`config.mk`:
```
export PLATFORM = sky130hd
export DESIGN_NAME = signed_register_display_formatter_core
export DESIGN_NICKNAME = d
export VERILOG_FILES = /design/src/srdf_pkg.sv /design/src/signed_register_display_formatter_core.sv /design/src/srdf_in.sv /design/src/srdf_fmt.sv /design/src/srdf_store.sv
export SDC_FILE = /design/constraint.sdc
export NUM_CORES = 1
export LEC_CHECK = 0
export BUFFER_PORTS_ARGS = -buffer_cell sky130_fd_sc_hd__buf_2
export CELL_PAD_IN_SITES_DETAIL_PLACEMENT = 0
export CELL_PAD_IN_SITES_GLOBAL_PLACEMENT = 1
export CORE_AREA = 4 4 171 173
export CTS_CLUSTER_SIZE = 30
export DETAILED_ROUTE_END_ITERATION = 8
export DIE_AREA = 0 0 175 177
export GPL_ROUTABILITY_DRIVEN = 0
export GPL_TIMING_DRIVEN = 0
export PLACE_DENSITY_LB_ADDON = 0.12
export SYNTH_ARGS = -nofsm -noshare
export SYNTH_HDL_FRONTEND = slang
export SYNTH_SLANG_ARGS = --single-unit
```
`constraint.sdc`:
```
create_clock -name clk_i -period 12.24 [get_ports clk_i]
set_clock_uncertainty 0.15 [all_clocks]
set_input_delay 2.448 -clock clk_i [delete_from_list [all_inputs] [get_ports clk_i]]
set_output_delay 2.448 -clock clk_i [all_outputs]
set_load 0.05 [all_outputs]
```
`src/srdf_pkg.sv`:
```
package srdf_pkg;

  localparam int NumRegs   = 3;
  localparam int IdxW      = (NumRegs > 1) ? $clog2(NumRegs) : 1;
  localparam int DecLimit  = 99999;
  localparam int OctBits   = 15;

  localparam logic signed [17:0] DecMax = 18'sd99999;
  localparam logic signed [17:0] DecMin = -18'sd99999;

  localparam logic [3:0] DigitBlank = 4'hF;

  typedef enum logic [1:0] {
    SIGN_PLUS  = 2'd0,
    SIGN_MINUS = 2'd1,
    SIGN_BLANK = 2'd2
  } sign_e;

  typedef struct packed {
    sign_e      sign;
    logic [3:0] d4;
    logic [3:0] d3;
    logic [3:0] d2;
    logic [3:0] d1;
    logic [3:0] d0;
  } codes_t;

  localparam codes_t BlankCodes = '{
    sign: SIGN_BLANK, d4: DigitBlank, d3: DigitBlank,
    d2: DigitBlank, d1: DigitBlank, d0: DigitBlank
  };

  // pre-split item held in the input register
  typedef struct packed {
    logic [1:0]         idx;
    logic               octal;
    logic               neg;
    logic               dec_ok;
    logic               oct_ok;
    logic [9:0]         hund;     // magnitude / 100
    logic [6:0]         rem;      // magnitude % 100
    logic [OctBits-1:0] oct_bits;
  } item_t;

  typedef struct packed {
    logic   idx_ok;
    logic   ok;
    codes_t codes;
  } fmt_t;

  // exact m / 100 for m < 100000: (m / 4) / 25 by reciprocal
  function automatic logic [9:0] div100(input logic [16:0] m);
    logic [27:0] prod;
    prod = 28'(m[16:2]) * 28'd5243;
    return prod[26:17];
  endfunction

  // exact q / 100 for q < 1000
  function automatic logic [3:0] div100_small(input logic [9:0] q);
    logic [13:0] prod;
    prod = 14'(q[9:2]) * 14'd41;
    return prod[13:10];
  endfunction

  // tens digit of x < 100
  function automatic logic [3:0] div10_small(input logic [6:0] x);
    logic [14:0] prod;
    prod = 15'(x) * 15'd205;
    return prod[14:11];
  endfunction

endpackage

```
`src/signed_register_display_formatter_core.sv`:
```
// Signed display register formatter. Each stream transaction carries a value
// (tdata) plus a register index and radix flag (tuser). Decimal values within
// +/-99999 become a sign code and five digit codes, leading zeros blanked unless
// the leading_zero_enable register (APB address 0, bit 0) is set; octal values
// 0..32767 become a blank sign and five octal digits. Accepted codes update the
// chosen display register; the result reports accepted, changed and the codes.
// One transaction per cycle is sustained unless m_axis_tready stalls. The input
// register holds the value already split at /100; digit extraction, store compare
// and store write happen in the single stage ahead of the result register, so
// consecutive transactions to one register see each other's update.
module signed_register_display_formatter_core (
  input  logic        clk_i,
  input  logic        rst_ni,
  input  logic        s_axis_tvalid_i,
  output logic        s_axis_tready_o,
  input  logic [23:0] s_axis_tdata_i,  // value[17:0], zero pad
  input  logic [2:0]  s_axis_tuser_i,  // register_index[1:0], radix_octal[2]
  output logic        m_axis_tvalid_o,
  input  logic        m_axis_tready_i,
  // sign_code[1:0], digit_4[5:2], digit_3[9:6], digit_2[13:10],
  // digit_1[17:14], digit_0[21:18], zero pad
  output logic [23:0] m_axis_tdata_o,
  output logic [1:0]  m_axis_tuser_o,  // accepted[0], changed[1]
  input  logic        psel,
  input  logic        penable,
  input  logic        pwrite,
  input  logic [2:0]  paddr,
  input  logic [31:0] pwdata,
  output logic [31:0] prdata,
  output logic        pready
);
  import srdf_pkg::*;

  localparam logic RegLzEn = 1'b0;

  logic            lz_q;
  logic            cfg_wr;
  logic            in_vld;
  item_t           item;
  fmt_t            fmt;
  logic            out_ready;
  logic            adv;
  logic            acc, chg;
  codes_t          codes;
  logic            m_vld_q, m_vld_d;
  logic            m_acc_q, m_chg_q;
  codes_t          m_codes_q;

  assign pready = 1'b1;
  assign cfg_wr = psel && penable && pwrite && pready;
  assign prdata = (paddr[2] == RegLzEn) ? {31'd0, lz_q} : 32'd0;

  always_ff @(posedge clk_i or negedge rst_ni) begin
    if (!rst_ni) begin
      lz_q <= 1'b0;
    end else if (cfg_wr && (paddr[2] == RegLzEn)) begin
      lz_q <= pwdata[0];
    end
  end

  assign out_ready = !m_vld_q || m_axis_tready_i;
  assign adv       = in_vld && out_ready;

  srdf_in u_in (
    .clk_i           (clk_i),
    .rst_ni          (rst_ni),
    .s_axis_tvalid_i (s_axis_tvalid_i),
    .s_axis_tready_o (s_axis_tready_o),
    .s_axis_tdata_i  (s_axis_tdata_i),
    .s_axis_tuser_i  (s_axis_tuser_i),
    .adv_i           (out_ready),
    .vld_o           (in_vld),
    .item_o          (item)
  );

  srdf_fmt u_fmt (
    .item_i (item),
    .lz_i   (lz_q),
    .fmt_o  (fmt)
  );

  srdf_store u_store (
    .clk_i      (clk_i),
    .rst_ni     (rst_ni),
    .adv_i      (adv),
    .idx_i      (item.idx),
    .fmt_i      (fmt),
    .accepted_o (acc),
    .changed_o  (chg),
    .codes_o    (codes)
  );

  assign m_vld_d = adv ? 1'b1 : (m_axis_tready_i ? 1'b0 : m_vld_q);

  always_ff @(posedge clk_i or negedge rst_ni) begin
    if (!rst_ni) begin
      m_vld_q <= 1'b0;
    end else begin
      m_vld_q <= m_vld_d;
    end
  end

  always_ff @(posedge clk_i) begin
    if (adv) begin
      m_acc_q   <= acc;
      m_chg_q   <= chg;
      m_codes_q <= codes;
    end
  end

  assign m_axis_tvalid_o = m_vld_q;
  assign m_axis_tuser_o  = {m_chg_q, m_acc_q};
  assign m_axis_tdata_o  = {2'b00, m_codes_q.d0, m_codes_q.d1, m_codes_q.d2,
                            m_codes_q.d3, m_codes_q.d4, m_codes_q.sign};

  a_chg_needs_acc: assert property (@(posedge clk_i) disable iff (!rst_ni)
    m_vld_q && m_chg_q |-> m_acc_q)
    else $error("changed reported without acceptance");

  a_octal_full: assert property (@(posedge clk_i) disable iff (!rst_ni)
    m_vld_q && m_acc_q && (m_codes_q.sign == SIGN_BLANK) |->
      (m_codes_q.d4 != DigitBlank) && (m_codes_q.d0 != DigitBlank))
    else $error("octal result with blanked digit");

  a_result_loads: assert property (@(posedge clk_i) disable iff (!rst_ni)
    adv |=> m_vld_q && (m_acc_q == $past(fmt.ok)))
    else $error("result register missed a transaction");

endmodule

```
`src/srdf_in.sv`:
```
module srdf_in (
  input  logic                 clk_i,
  input  logic                 rst_ni,
  input  logic                 s_axis_tvalid_i,
  output logic                 s_axis_tready_o,
  input  logic [23:0]          s_axis_tdata_i,  // value[17:0], zero pad
  input  logic [2:0]           s_axis_tuser_i,  // register_index[1:0], radix_octal[2]
  input  logic                 adv_i,
  output logic                 vld_o,
  output srdf_pkg::item_t      item_o
);
  import srdf_pkg::*;

  logic                vld_q, vld_d;
  item_t               item_q, item_d;
  logic signed [17:0]  value;
  logic [17:0]         mag;
  logic                take;

  assign value = $signed(s_axis_tdata_i[17:0]);
  assign take  = s_axis_tvalid_i && s_axis_tready_o;

  assign s_axis_tready_o = !vld_q || adv_i;

  always_comb begin
    // magnitude of an out-of-range value is never used
    mag = value[17] ? 18'(-value) : 18'(value);
    item_d          = item_q;
    item_d.idx      = s_axis_tuser_i[1:0];
    item_d.octal    = s_axis_tuser_i[2];
    item_d.neg      = value[17];
    item_d.dec_ok   = (value >= DecMin) && (value <= DecMax);
    item_d.oct_ok   = (value[17:OctBits] == '0);
    item_d.hund     = div100(mag[16:0]);
    item_d.rem      = 7'(mag[16:0] - 17'(item_d.hund) * 17'd100);
    item_d.oct_bits = value[OctBits-1:0];
  end

  assign vld_d = take ? 1'b1 : (adv_i ? 1'b0 : vld_q);

  always_ff @(posedge clk_i or negedge rst_ni) begin
    if (!rst_ni) begin
      vld_q <= 1'b0;
    end else begin
      vld_q <= vld_d;
    end
  end

  always_ff @(posedge clk_i) begin
    if (take) begin
      item_q <= item_d;
    end
  end

  assign vld_o  = vld_q;
  assign item_o = item_q;

endmodule

```
`src/srdf_fmt.sv`:
```
module srdf_fmt (
  input  srdf_pkg::item_t item_i,
  input  logic            lz_i,
  output srdf_pkg::fmt_t  fmt_o
);
  import srdf_pkg::*;

  logic [3:0] d4, d3, d2, d1, d0;
  logic [6:0] mid;
  logic       z4, z3, z2, z1, z0;
  logic       blank_en;
  codes_t     dec_codes, oct_codes;

  always_comb begin
    d4  = div100_small(item_i.hund);
    mid = 7'(item_i.hund - 10'(d4) * 10'd100);
    d3  = div10_small(mid);
    d2  = 4'(mid - 7'(d3) * 7'd10);
    d1  = div10_small(item_i.rem);
    d0  = 4'(item_i.rem - 7'(d1) * 7'd10);
  end

  // leading-zero run from the top digit down
  assign z4 = (d4 == 4'd0);
  assign z3 = z4 && (d3 == 4'd0);
  assign z2 = z3 && (d2 == 4'd0);
  assign z1 = z2 && (d1 == 4'd0);
  assign z0 = z1 && (d0 == 4'd0);
  assign blank_en = !lz_i;

  always_comb begin
    dec_codes.sign = item_i.neg ? SIGN_MINUS : SIGN_PLUS;
    dec_codes.d4   = (blank_en && z4) ? DigitBlank : d4;
    dec_codes.d3   = (blank_en && z3) ? DigitBlank : d3;
    dec_codes.d2   = (blank_en && z2) ? DigitBlank : d2;
    dec_codes.d1   = (blank_en && z1) ? DigitBlank : d1;
    dec_codes.d0   = (blank_en && z0) ? DigitBlank : d0;

    oct_codes.sign = SIGN_BLANK;
    oct_codes.d4   = {1'b0, item_i.oct_bits[14:12]};
    oct_codes.d3   = {1'b0, item_i.oct_bits[11:9]};
    oct_codes.d2   = {1'b0, item_i.oct_bits[8:6]};
    oct_codes.d1   = {1'b0, item_i.oct_bits[5:3]};
    oct_codes.d0   = {1'b0, item_i.oct_bits[2:0]};
  end

  always_comb begin
    fmt_o.idx_ok = (32'(item_i.idx) < NumRegs);
    fmt_o.ok     = fmt_o.idx_ok && (item_i.octal ? item_i.oct_ok : item_i.dec_ok);
    fmt_o.codes  = item_i.octal ? oct_codes : dec_codes;
  end

endmodule

```
`src/srdf_store.sv`:
```
module srdf_store (
  input  logic             clk_i,
  input  logic             rst_ni,
  input  logic             adv_i,
  input  logic [1:0]       idx_i,
  input  srdf_pkg::fmt_t   fmt_i,
  output logic             accepted_o,
  output logic             changed_o,
  output srdf_pkg::codes_t codes_o
);
  import srdf_pkg::*;

  codes_t            regs_q [NumRegs];
  codes_t            stored;
  logic [IdxW-1:0]   idx;
  logic              wr_en;

  assign idx    = idx_i[IdxW-1:0];
  assign stored = fmt_i.idx_ok ? regs_q[idx] : BlankCodes;

  assign accepted_o = fmt_i.ok;
  assign changed_o  = fmt_i.ok && (fmt_i.codes != stored);
  assign codes_o    = fmt_i.ok ? fmt_i.codes : stored;
  assign wr_en      = adv_i && changed_o;

  always_ff @(posedge clk_i or negedge rst_ni) begin
    if (!rst_ni) begin
      for (int i = 0; i < NumRegs; i++) begin
        regs_q[i] <= BlankCodes;
      end
    end else if (wr_en) begin
      regs_q[idx] <= fmt_i.codes;
    end
  end

  a_write_lands: assert property (@(posedge clk_i) disable iff (!rst_ni)
    wr_en |=> regs_q[$past(idx)] == $past(fmt_i.codes))
    else $error("display register write not retained");

endmodule
```
==> results.yml, run 1 <==
outcome:
  status: "finished, final reports clean"
layout:
  areaGrowthSynthToFinish_pct: 11.8
  drive_gt1_share_pct: 18.8
  diodes: 0
  fin_util_pct: 54.4
  final_nets: 1742
clock_network:
  htreeDepth: 4
  clkSlewWorstSetupHoldPaths_ns: 0.06
  cts-root-buf: "clkbuf_16"
  clock_latency_ns: 0.43
  cts_made_buffers: 17
  cts_tree: "yes"
  clockBufferDepth: 2
  clock_sinks: 130
grt:
  grt-ovfl-total: 0
  grt_pass1_wl_mm: 52.0
  track_usage_pct: 21.2
  antenna_found_initial: 0
  grt_pass1_vias: 9617
  grt_max_degree: 69
sta:
  finalCriticalPeriod_ns: 11.58
  rsz0062_at_grt: "false"
  finalCritPeriodShare_pct: 94.6
  slew_viol_final: 0
  slew_headroom_pct: 27.3
  fmax_mhz: 86.4
  worst_pin_slew_ns: 1.08
  setup_violations: 0
  hold_viol_final: 0
  holdWs_ns: 0.324
route:
  drt_iter0_markers: 597
  wl_per_cell_um: 17.8
  num_vias: 9509
  vias_per_cell: 5.38
  drt_wl_total_mm: 31.6
  dr.pass1.iters: 6
  drc: 0
  drtAntennaViolNets: 0
yosys:
  synthTopCellsByArea: "ha_1, edfxtp_1, fa_1, dfstp_2, mux2_1"
  ys_seq_area_share_pct: 27.0
  syn-cell-area_um2: 13500
  synth_cell_types: 83
  ys_warn_count: 0
  synth_top_area_share_pct: 19.2
  syn_avg_cell_area_um2: 10.6
  synth_edf_count: 61
  ys_ff_latch: 130
  synth_top_area_cell: "ha_1"
  synth_cells: 1268
  ys.flop_type: "dfstp_2"
  async_flop_share_pct: 53.1
floorplan:
  io_pins: 130
  rows: 61
  coreArea_um2: 27600
  die_w_um: 175
  die-area_um2: 31000
  start_util_pct: 48.7
  die_h_um: 177
place:
  portBuffers: 56
  hpwl_mm: 25.8
setup_path:
  cp_slowest_stage_delay_ns: 0.60
  critPathLaunchType: "flip-flop"
  critical_path_class: "reg -> reg"
  cpMaxStageDelayCell: "or4_4"
  path_buf_inv: 6
  cp_top_family: "adder cells"
  worst_path_most_repeated_cell: "ha_1"
  critPathCaptureType: "flip-flop"
  critical_path_required_ns: 12.39
  worstPathArrival_ns: 11.73
  cp_max_fo: 10
flow_run:
  maxCapViolCount: 0
hold_path:
  hold_path.class: "reg -> reg"
[what timing repair did]
action                     4_1_cts  5_1_grt
hold buffers                     0        0
pin swaps                        0        2
setup endpoints to repair       66       67
setup buffers                    0        2
gates cloned                     0        0
gates resized for setup          3       16
[tightest hold or removal path: stages, from the launching register on]
cell	delay [ns]
dfstp_2	0.37
inv_1	0.04
mux2i_1	0.06
[layout make-up]
| cell class | count | area, um2 |
|---|---|---|
| Clock inverter | 13 | 114 |
| Inverter | 174 | 653 |
| Tap cell | 378 | 473 |
| Clock buffer | 19 | 433 |
| Sequential cell | 130 | 3640 |
| Fill cell | 2518 | 12600 |
| Multi-Input combinational cell | 926 | 8910 |
| Buffer | 70 | 493 |
| Timing Repair Buffer | 59 | 325 |
[flip-flops by register name (all words and copies together), names as in the netlist]
name	flops
u_in.vld_o	1
m_axis_tdata_o	22
m_chg_q	1
m_acc_q	1
m_axis_tvalid_o	1
u_store.regs_q	66
u_in.item_o	37
lz_q	1
[cell families after synthesis]
family / count (synthesis) / share of synthesized area (%)
AOI/OAI and AO/OA: 190 / 9.94
xor gates and xnor gates: 64 / 4.28
adders and majority gates: 296 / 32.5
buffers and inverters: 244 / 8.52
DFF: 130 / 27.0
muxes: 101 / 8.33
other: 2 / 0.0558
and+or+nand+nor: 241 / 9.36
[cells in the final DEF (no fill, tap or decap), types with 40 or more instances in the layout]
cell type,Yosys,routed
ha_1,206,206
o21ai_0,44,44
nand2_1,55,55
buf_4,37,40
dfstp_2,63,63
nor2_1,53,52
edfxtp_1,61,61
mux2_1,61,61
buf_2,1,56
inv_1,173,173
fa_1,89,89
xnor2_1,49,46
[synthesized netlist by cell type, types with 10 or more instances]
library cell / instances
fa_1: 89
mux2_2: 27
nor3_1: 22
nand3_1: 21
nand4_1: 12
o22ai_1: 18
nand2b_1: 13
nor2_1: 53
mux2i_1: 13
o21ai_0: 44
mux2_1: 61
dfstp_2: 63
and2_1: 10
xnor2_1: 49
inv_1: 173
nand2_1: 55
xor2_1: 13
ha_1: 206
clkbuf_1: 22
or3_1: 10
a21oi_1: 28
buf_4: 37
edfxtp_1: 61
[metrics by stage]
step	TNS, ns	cells	worst slack (ns)	area [um2]
2_1_floorplan	0	1300	1.84	13600
3_3_place_gp	-17.97	1734	-0.330	14300
3_5_place_dp	-13.12	1735	-0.268	14400
4_1_cts	0	1767	0.0166	14900
5_1_grt	0	1769	0.0332	15000
6_report	0	1769	0.660	15000
[final timing paths]
path / from / end / slack [ns] / cells after the start
setup / recovery: u_in.item_o[28]$_DFFE_PP_ / u_store.regs_q[42]$_DFFE_PN0P_ / 0.66 / 42
hold / removal: u_store.regs_q[1]$_DFFE_PN1P_ / u_store.regs_q[1]$_DFFE_PN1P_ / 0.32 / 2
setup reg to reg: u_in.item_o[28]$_DFFE_PP_ / u_store.regs_q[42]$_DFFE_PN0P_ / 0.66 / 42
hold reg to reg: u_store.regs_q[1]$_DFFE_PN1P_ / u_store.regs_q[1]$_DFFE_PN1P_ / 0.32 / 2
max in group asynchronous: rst_ni / u_store.regs_q[5]$_DFFE_PN1P_ / 9.69 / 2
min in group asynchronous: rst_ni / lz_q$_DFFE_PN0P_ / 1.67 / 1
[metal layers]
| metal | track usage [%] | part of all wire, % | vias to the layer above |
|---|---|---|---|
| met5 | 0 | 0 | - |
| met4 | 4.55 | 1.7 | 0 |
| met3 | 3.03 | 3.9 | 39 |
| met2 | 34.6 | 46 | 189 |
| met1 | 30.2 | 48 | 4677 |
| li1 | - | - | 4604 |
Power of run 1 is not shown: default switching activity piles up to over one toggle a cycle in this logic, so the estimate is an artifact.
==> inputs of run 2 (changes only) <==
--- a/config.mk
+++ b/config.mk
@@ -14,7 +14,7 @@
 export DIE_AREA = 0 0 175 177
 export GPL_ROUTABILITY_DRIVEN = 0
 export GPL_TIMING_DRIVEN = 0
-export PLACE_DENSITY_LB_ADDON = 0.12
+export PLACE_DENSITY = 0.9
 export SYNTH_ARGS = -nofsm -noshare
 export SYNTH_HDL_FRONTEND = slang
 export SYNTH_SLANG_ARGS = --single-unit
==> run 2 against run 1 <==
Die area did not move. Cell count is 0.17% lower. First-iteration DRC count is 40% higher. Sequential share of layout area barely moved. Critical path depth did not move. Sequential cell count is the same. Critical path type unchanged. Maximum frequency fell by 0.26%. Utilization about the same. Cell area about the same. Critical endpoint is now u_store.regs_q[20]$_DFFE_PN0P_. Register-to-register slack worse by 0.03 ns.
==> results.yml, run 2 (synthesis results as in run 1) <==
clock_network:
  post_cts_buffers: 0
  clock_latency_ns: 0.43
  clockBufferDepth: 2
  htreeDepth: 4
  cts_tree: "yes"
  cts_made_buffers: 17
  clkSlewWorstSetupHoldPaths_ns: 0.07
  cts-root-buf: "clkbuf_16"
  clock_sinks: 130
layout:
  areaGrowthSynthToFinish_pct: 11.8
  diodes: 0
  top_register: "u_store.regs_q"
  regArea_um2: 3640
  layout_commonest_cell: "ha_1"
  drive_gt1_share_pct: 18.6
  stdcell_count: 1766
  fillers: 2446
  final_cell_mix: "ha_1, inv_1, fa_1, dfstp_2"
  final_nets: 1739
  multiInputGateArea_um2: 8890
  largest_reg_flops: 66
hold_path:
  hold_path_end: "u_store.regs_q[24]$_DFFE_PN1P_"
  holdPathStages: 2
  hold_path.class: "reg -> reg"
  hp-start: "u_store.regs_q[24]$_DFFE_PN1P_"
sta:
  hold_viol_final: 0
  worst_pin_slew_ns: 1.08
  finalCritPeriodShare_pct: 94.9
  finalCriticalPeriod_ns: 11.61
  setup_violations: 0
  rsz0062_at_grt: "false"
  slew_viol_final: 0
  slew_headroom_pct: 27.2
  fin_tns_setup_ns: 0
  fmax_mhz: 86.1
floorplan:
  die-area_um2: 31000
  start_util_pct: 48.7
  coreArea_um2: 27600
  die_h_um: 177
  io_pins: 130
  die_w_um: 175
  rows: 61
grt:
  track_usage_pct: 20.3
  grt_pass1_wl_mm: 50.8
  grt-ovfl-total: 0
  grt_pass1_vias: 9961
  grt_max_degree: 70
  antenna_found_initial: 0
route:
  dr.pass1.iters: 6
  drt_wl_total_mm: 30.8
  drt_iter0_markers: 833
  drc: 0
  wl_per_cell_um: 17.4
  vias_per_cell: 5.51
  drtAntennaViolNets: 0
  num_vias: 9727
setup_path:
  cp_slowest_stage_delay_ns: 0.52
  worstPathArrival_ns: 11.77
  critical_path_required_ns: 12.39
  critical_path_class: "reg -> reg"
  r2r-end: "u_store.regs_q[20]$_DFFE_PN0P_"
  r2r-start: "u_in.item_o[28]$_DFFE_PP_"
  critPathLaunchType: "flip-flop"
  worst_path_most_repeated_cell: "ha_1"
  critPathCaptureType: "flip-flop"
  rr_worst_depth: 42
  rrSetupSlack_ns: 0.63
  cp_max_fo: 10
  cpMaxStageDelayCell: "or4_4"
outcome:
  status: "finished, final reports clean"
place:
  portBuffers: 56
  hpwl_mm: 24.6
  place_inst: 1734
flow_run:
  maxCapViolCount: 0
[run 2: how the worst max path moves through the flow]
stage,start,to,slack (ns),depth (start not counted)
final,u_in.item_o[28]$_DFFE_PP_,u_store.regs_q[20]$_DFFE_PN0P_,0.63,42
after global routing,u_in.item_o[28]$_DFFE_PP_,u_store.regs_q[20]$_DFFE_PN0P_,0.06,41
after CTS,u_in.item_o[28]$_DFFE_PP_,u_store.regs_q[20]$_DFFE_PN0P_,0.08,40
after detailed placement,u_in.item_o[28]$_DFFE_PP_,u_store.regs_q[20]$_DFFE_PN0P_,-0.16,40
after global placement,u_in.item_o[28]$_DFFE_PP_,u_store.regs_q[20]$_DFFE_PN0P_,-0.02,40
after floorplan,u_in.item_o[28]$_DFFE_PP_,u_store.regs_q[20]$_DFFE_PN0P_,1.84,42
[run 2: critical path: cells and delay by family (launching register included)]
kind	cells	cell delay, ns
adders and majority gates	13	4.49
buffers and inverters	6	0.51
muxes	1	0.33
xor gates and xnor gates	3	0.76
and+or+nand+nor	9	2.36
DFF	1	0.46
AOI/OAI and AO/OA	10	2.43
[run 2: per-layer routing]
metal	vias to the layer above	GRT usage, %	share of wire (%)
li1	4597	-	-
met1	4747	27.9	44
met2	322	33.8	48
met3	61	3.10	6.3
met4	0	5.86	2.1
met5	-	0	0
[run 2: metrics by stage]
step | hold WS, ns | utilization [%] | cell area (um2) | setup slack, ns
floorplan | 0.298 | - | 13600 | 1.84
detailed placement | 0.312 | 51.9 | 14300 | -0.159
global route | 0.341 | 54.4 | 15000 | 0.0617
finish | 0.322 | 54.4 | 15000 | 0.629
CTS | 0.322 | 54.1 | 15000 | 0.0850
global placement | 0.306 | 51.9 | 14300 | -0.0183
[run 2: cell type report]
| type | instances | share of cell area (%) |
|---|---|---|
| flip-flops and latches | 130 | 24.2 |
| repair buffers | 56 | 1.88 |
| plain buffers | 70 | 3.28 |
| inverters | 174 | 4.34 |
| multi-input cells | 926 | 59.1 |
| well taps | 378 | 3.15 |
| clock buffers | 18 | 2.92 |
| clock inverters | 14 | 1.11 |
[run 2: what timing repair did]
action | in CTS | in global routing
pin swaps | 0 | 2
hold buffers | 0 | 0
setup endpoints to repair | 66 | 67
resized for setup | 2 | 13
Power of run 2 is left out for the same reason.
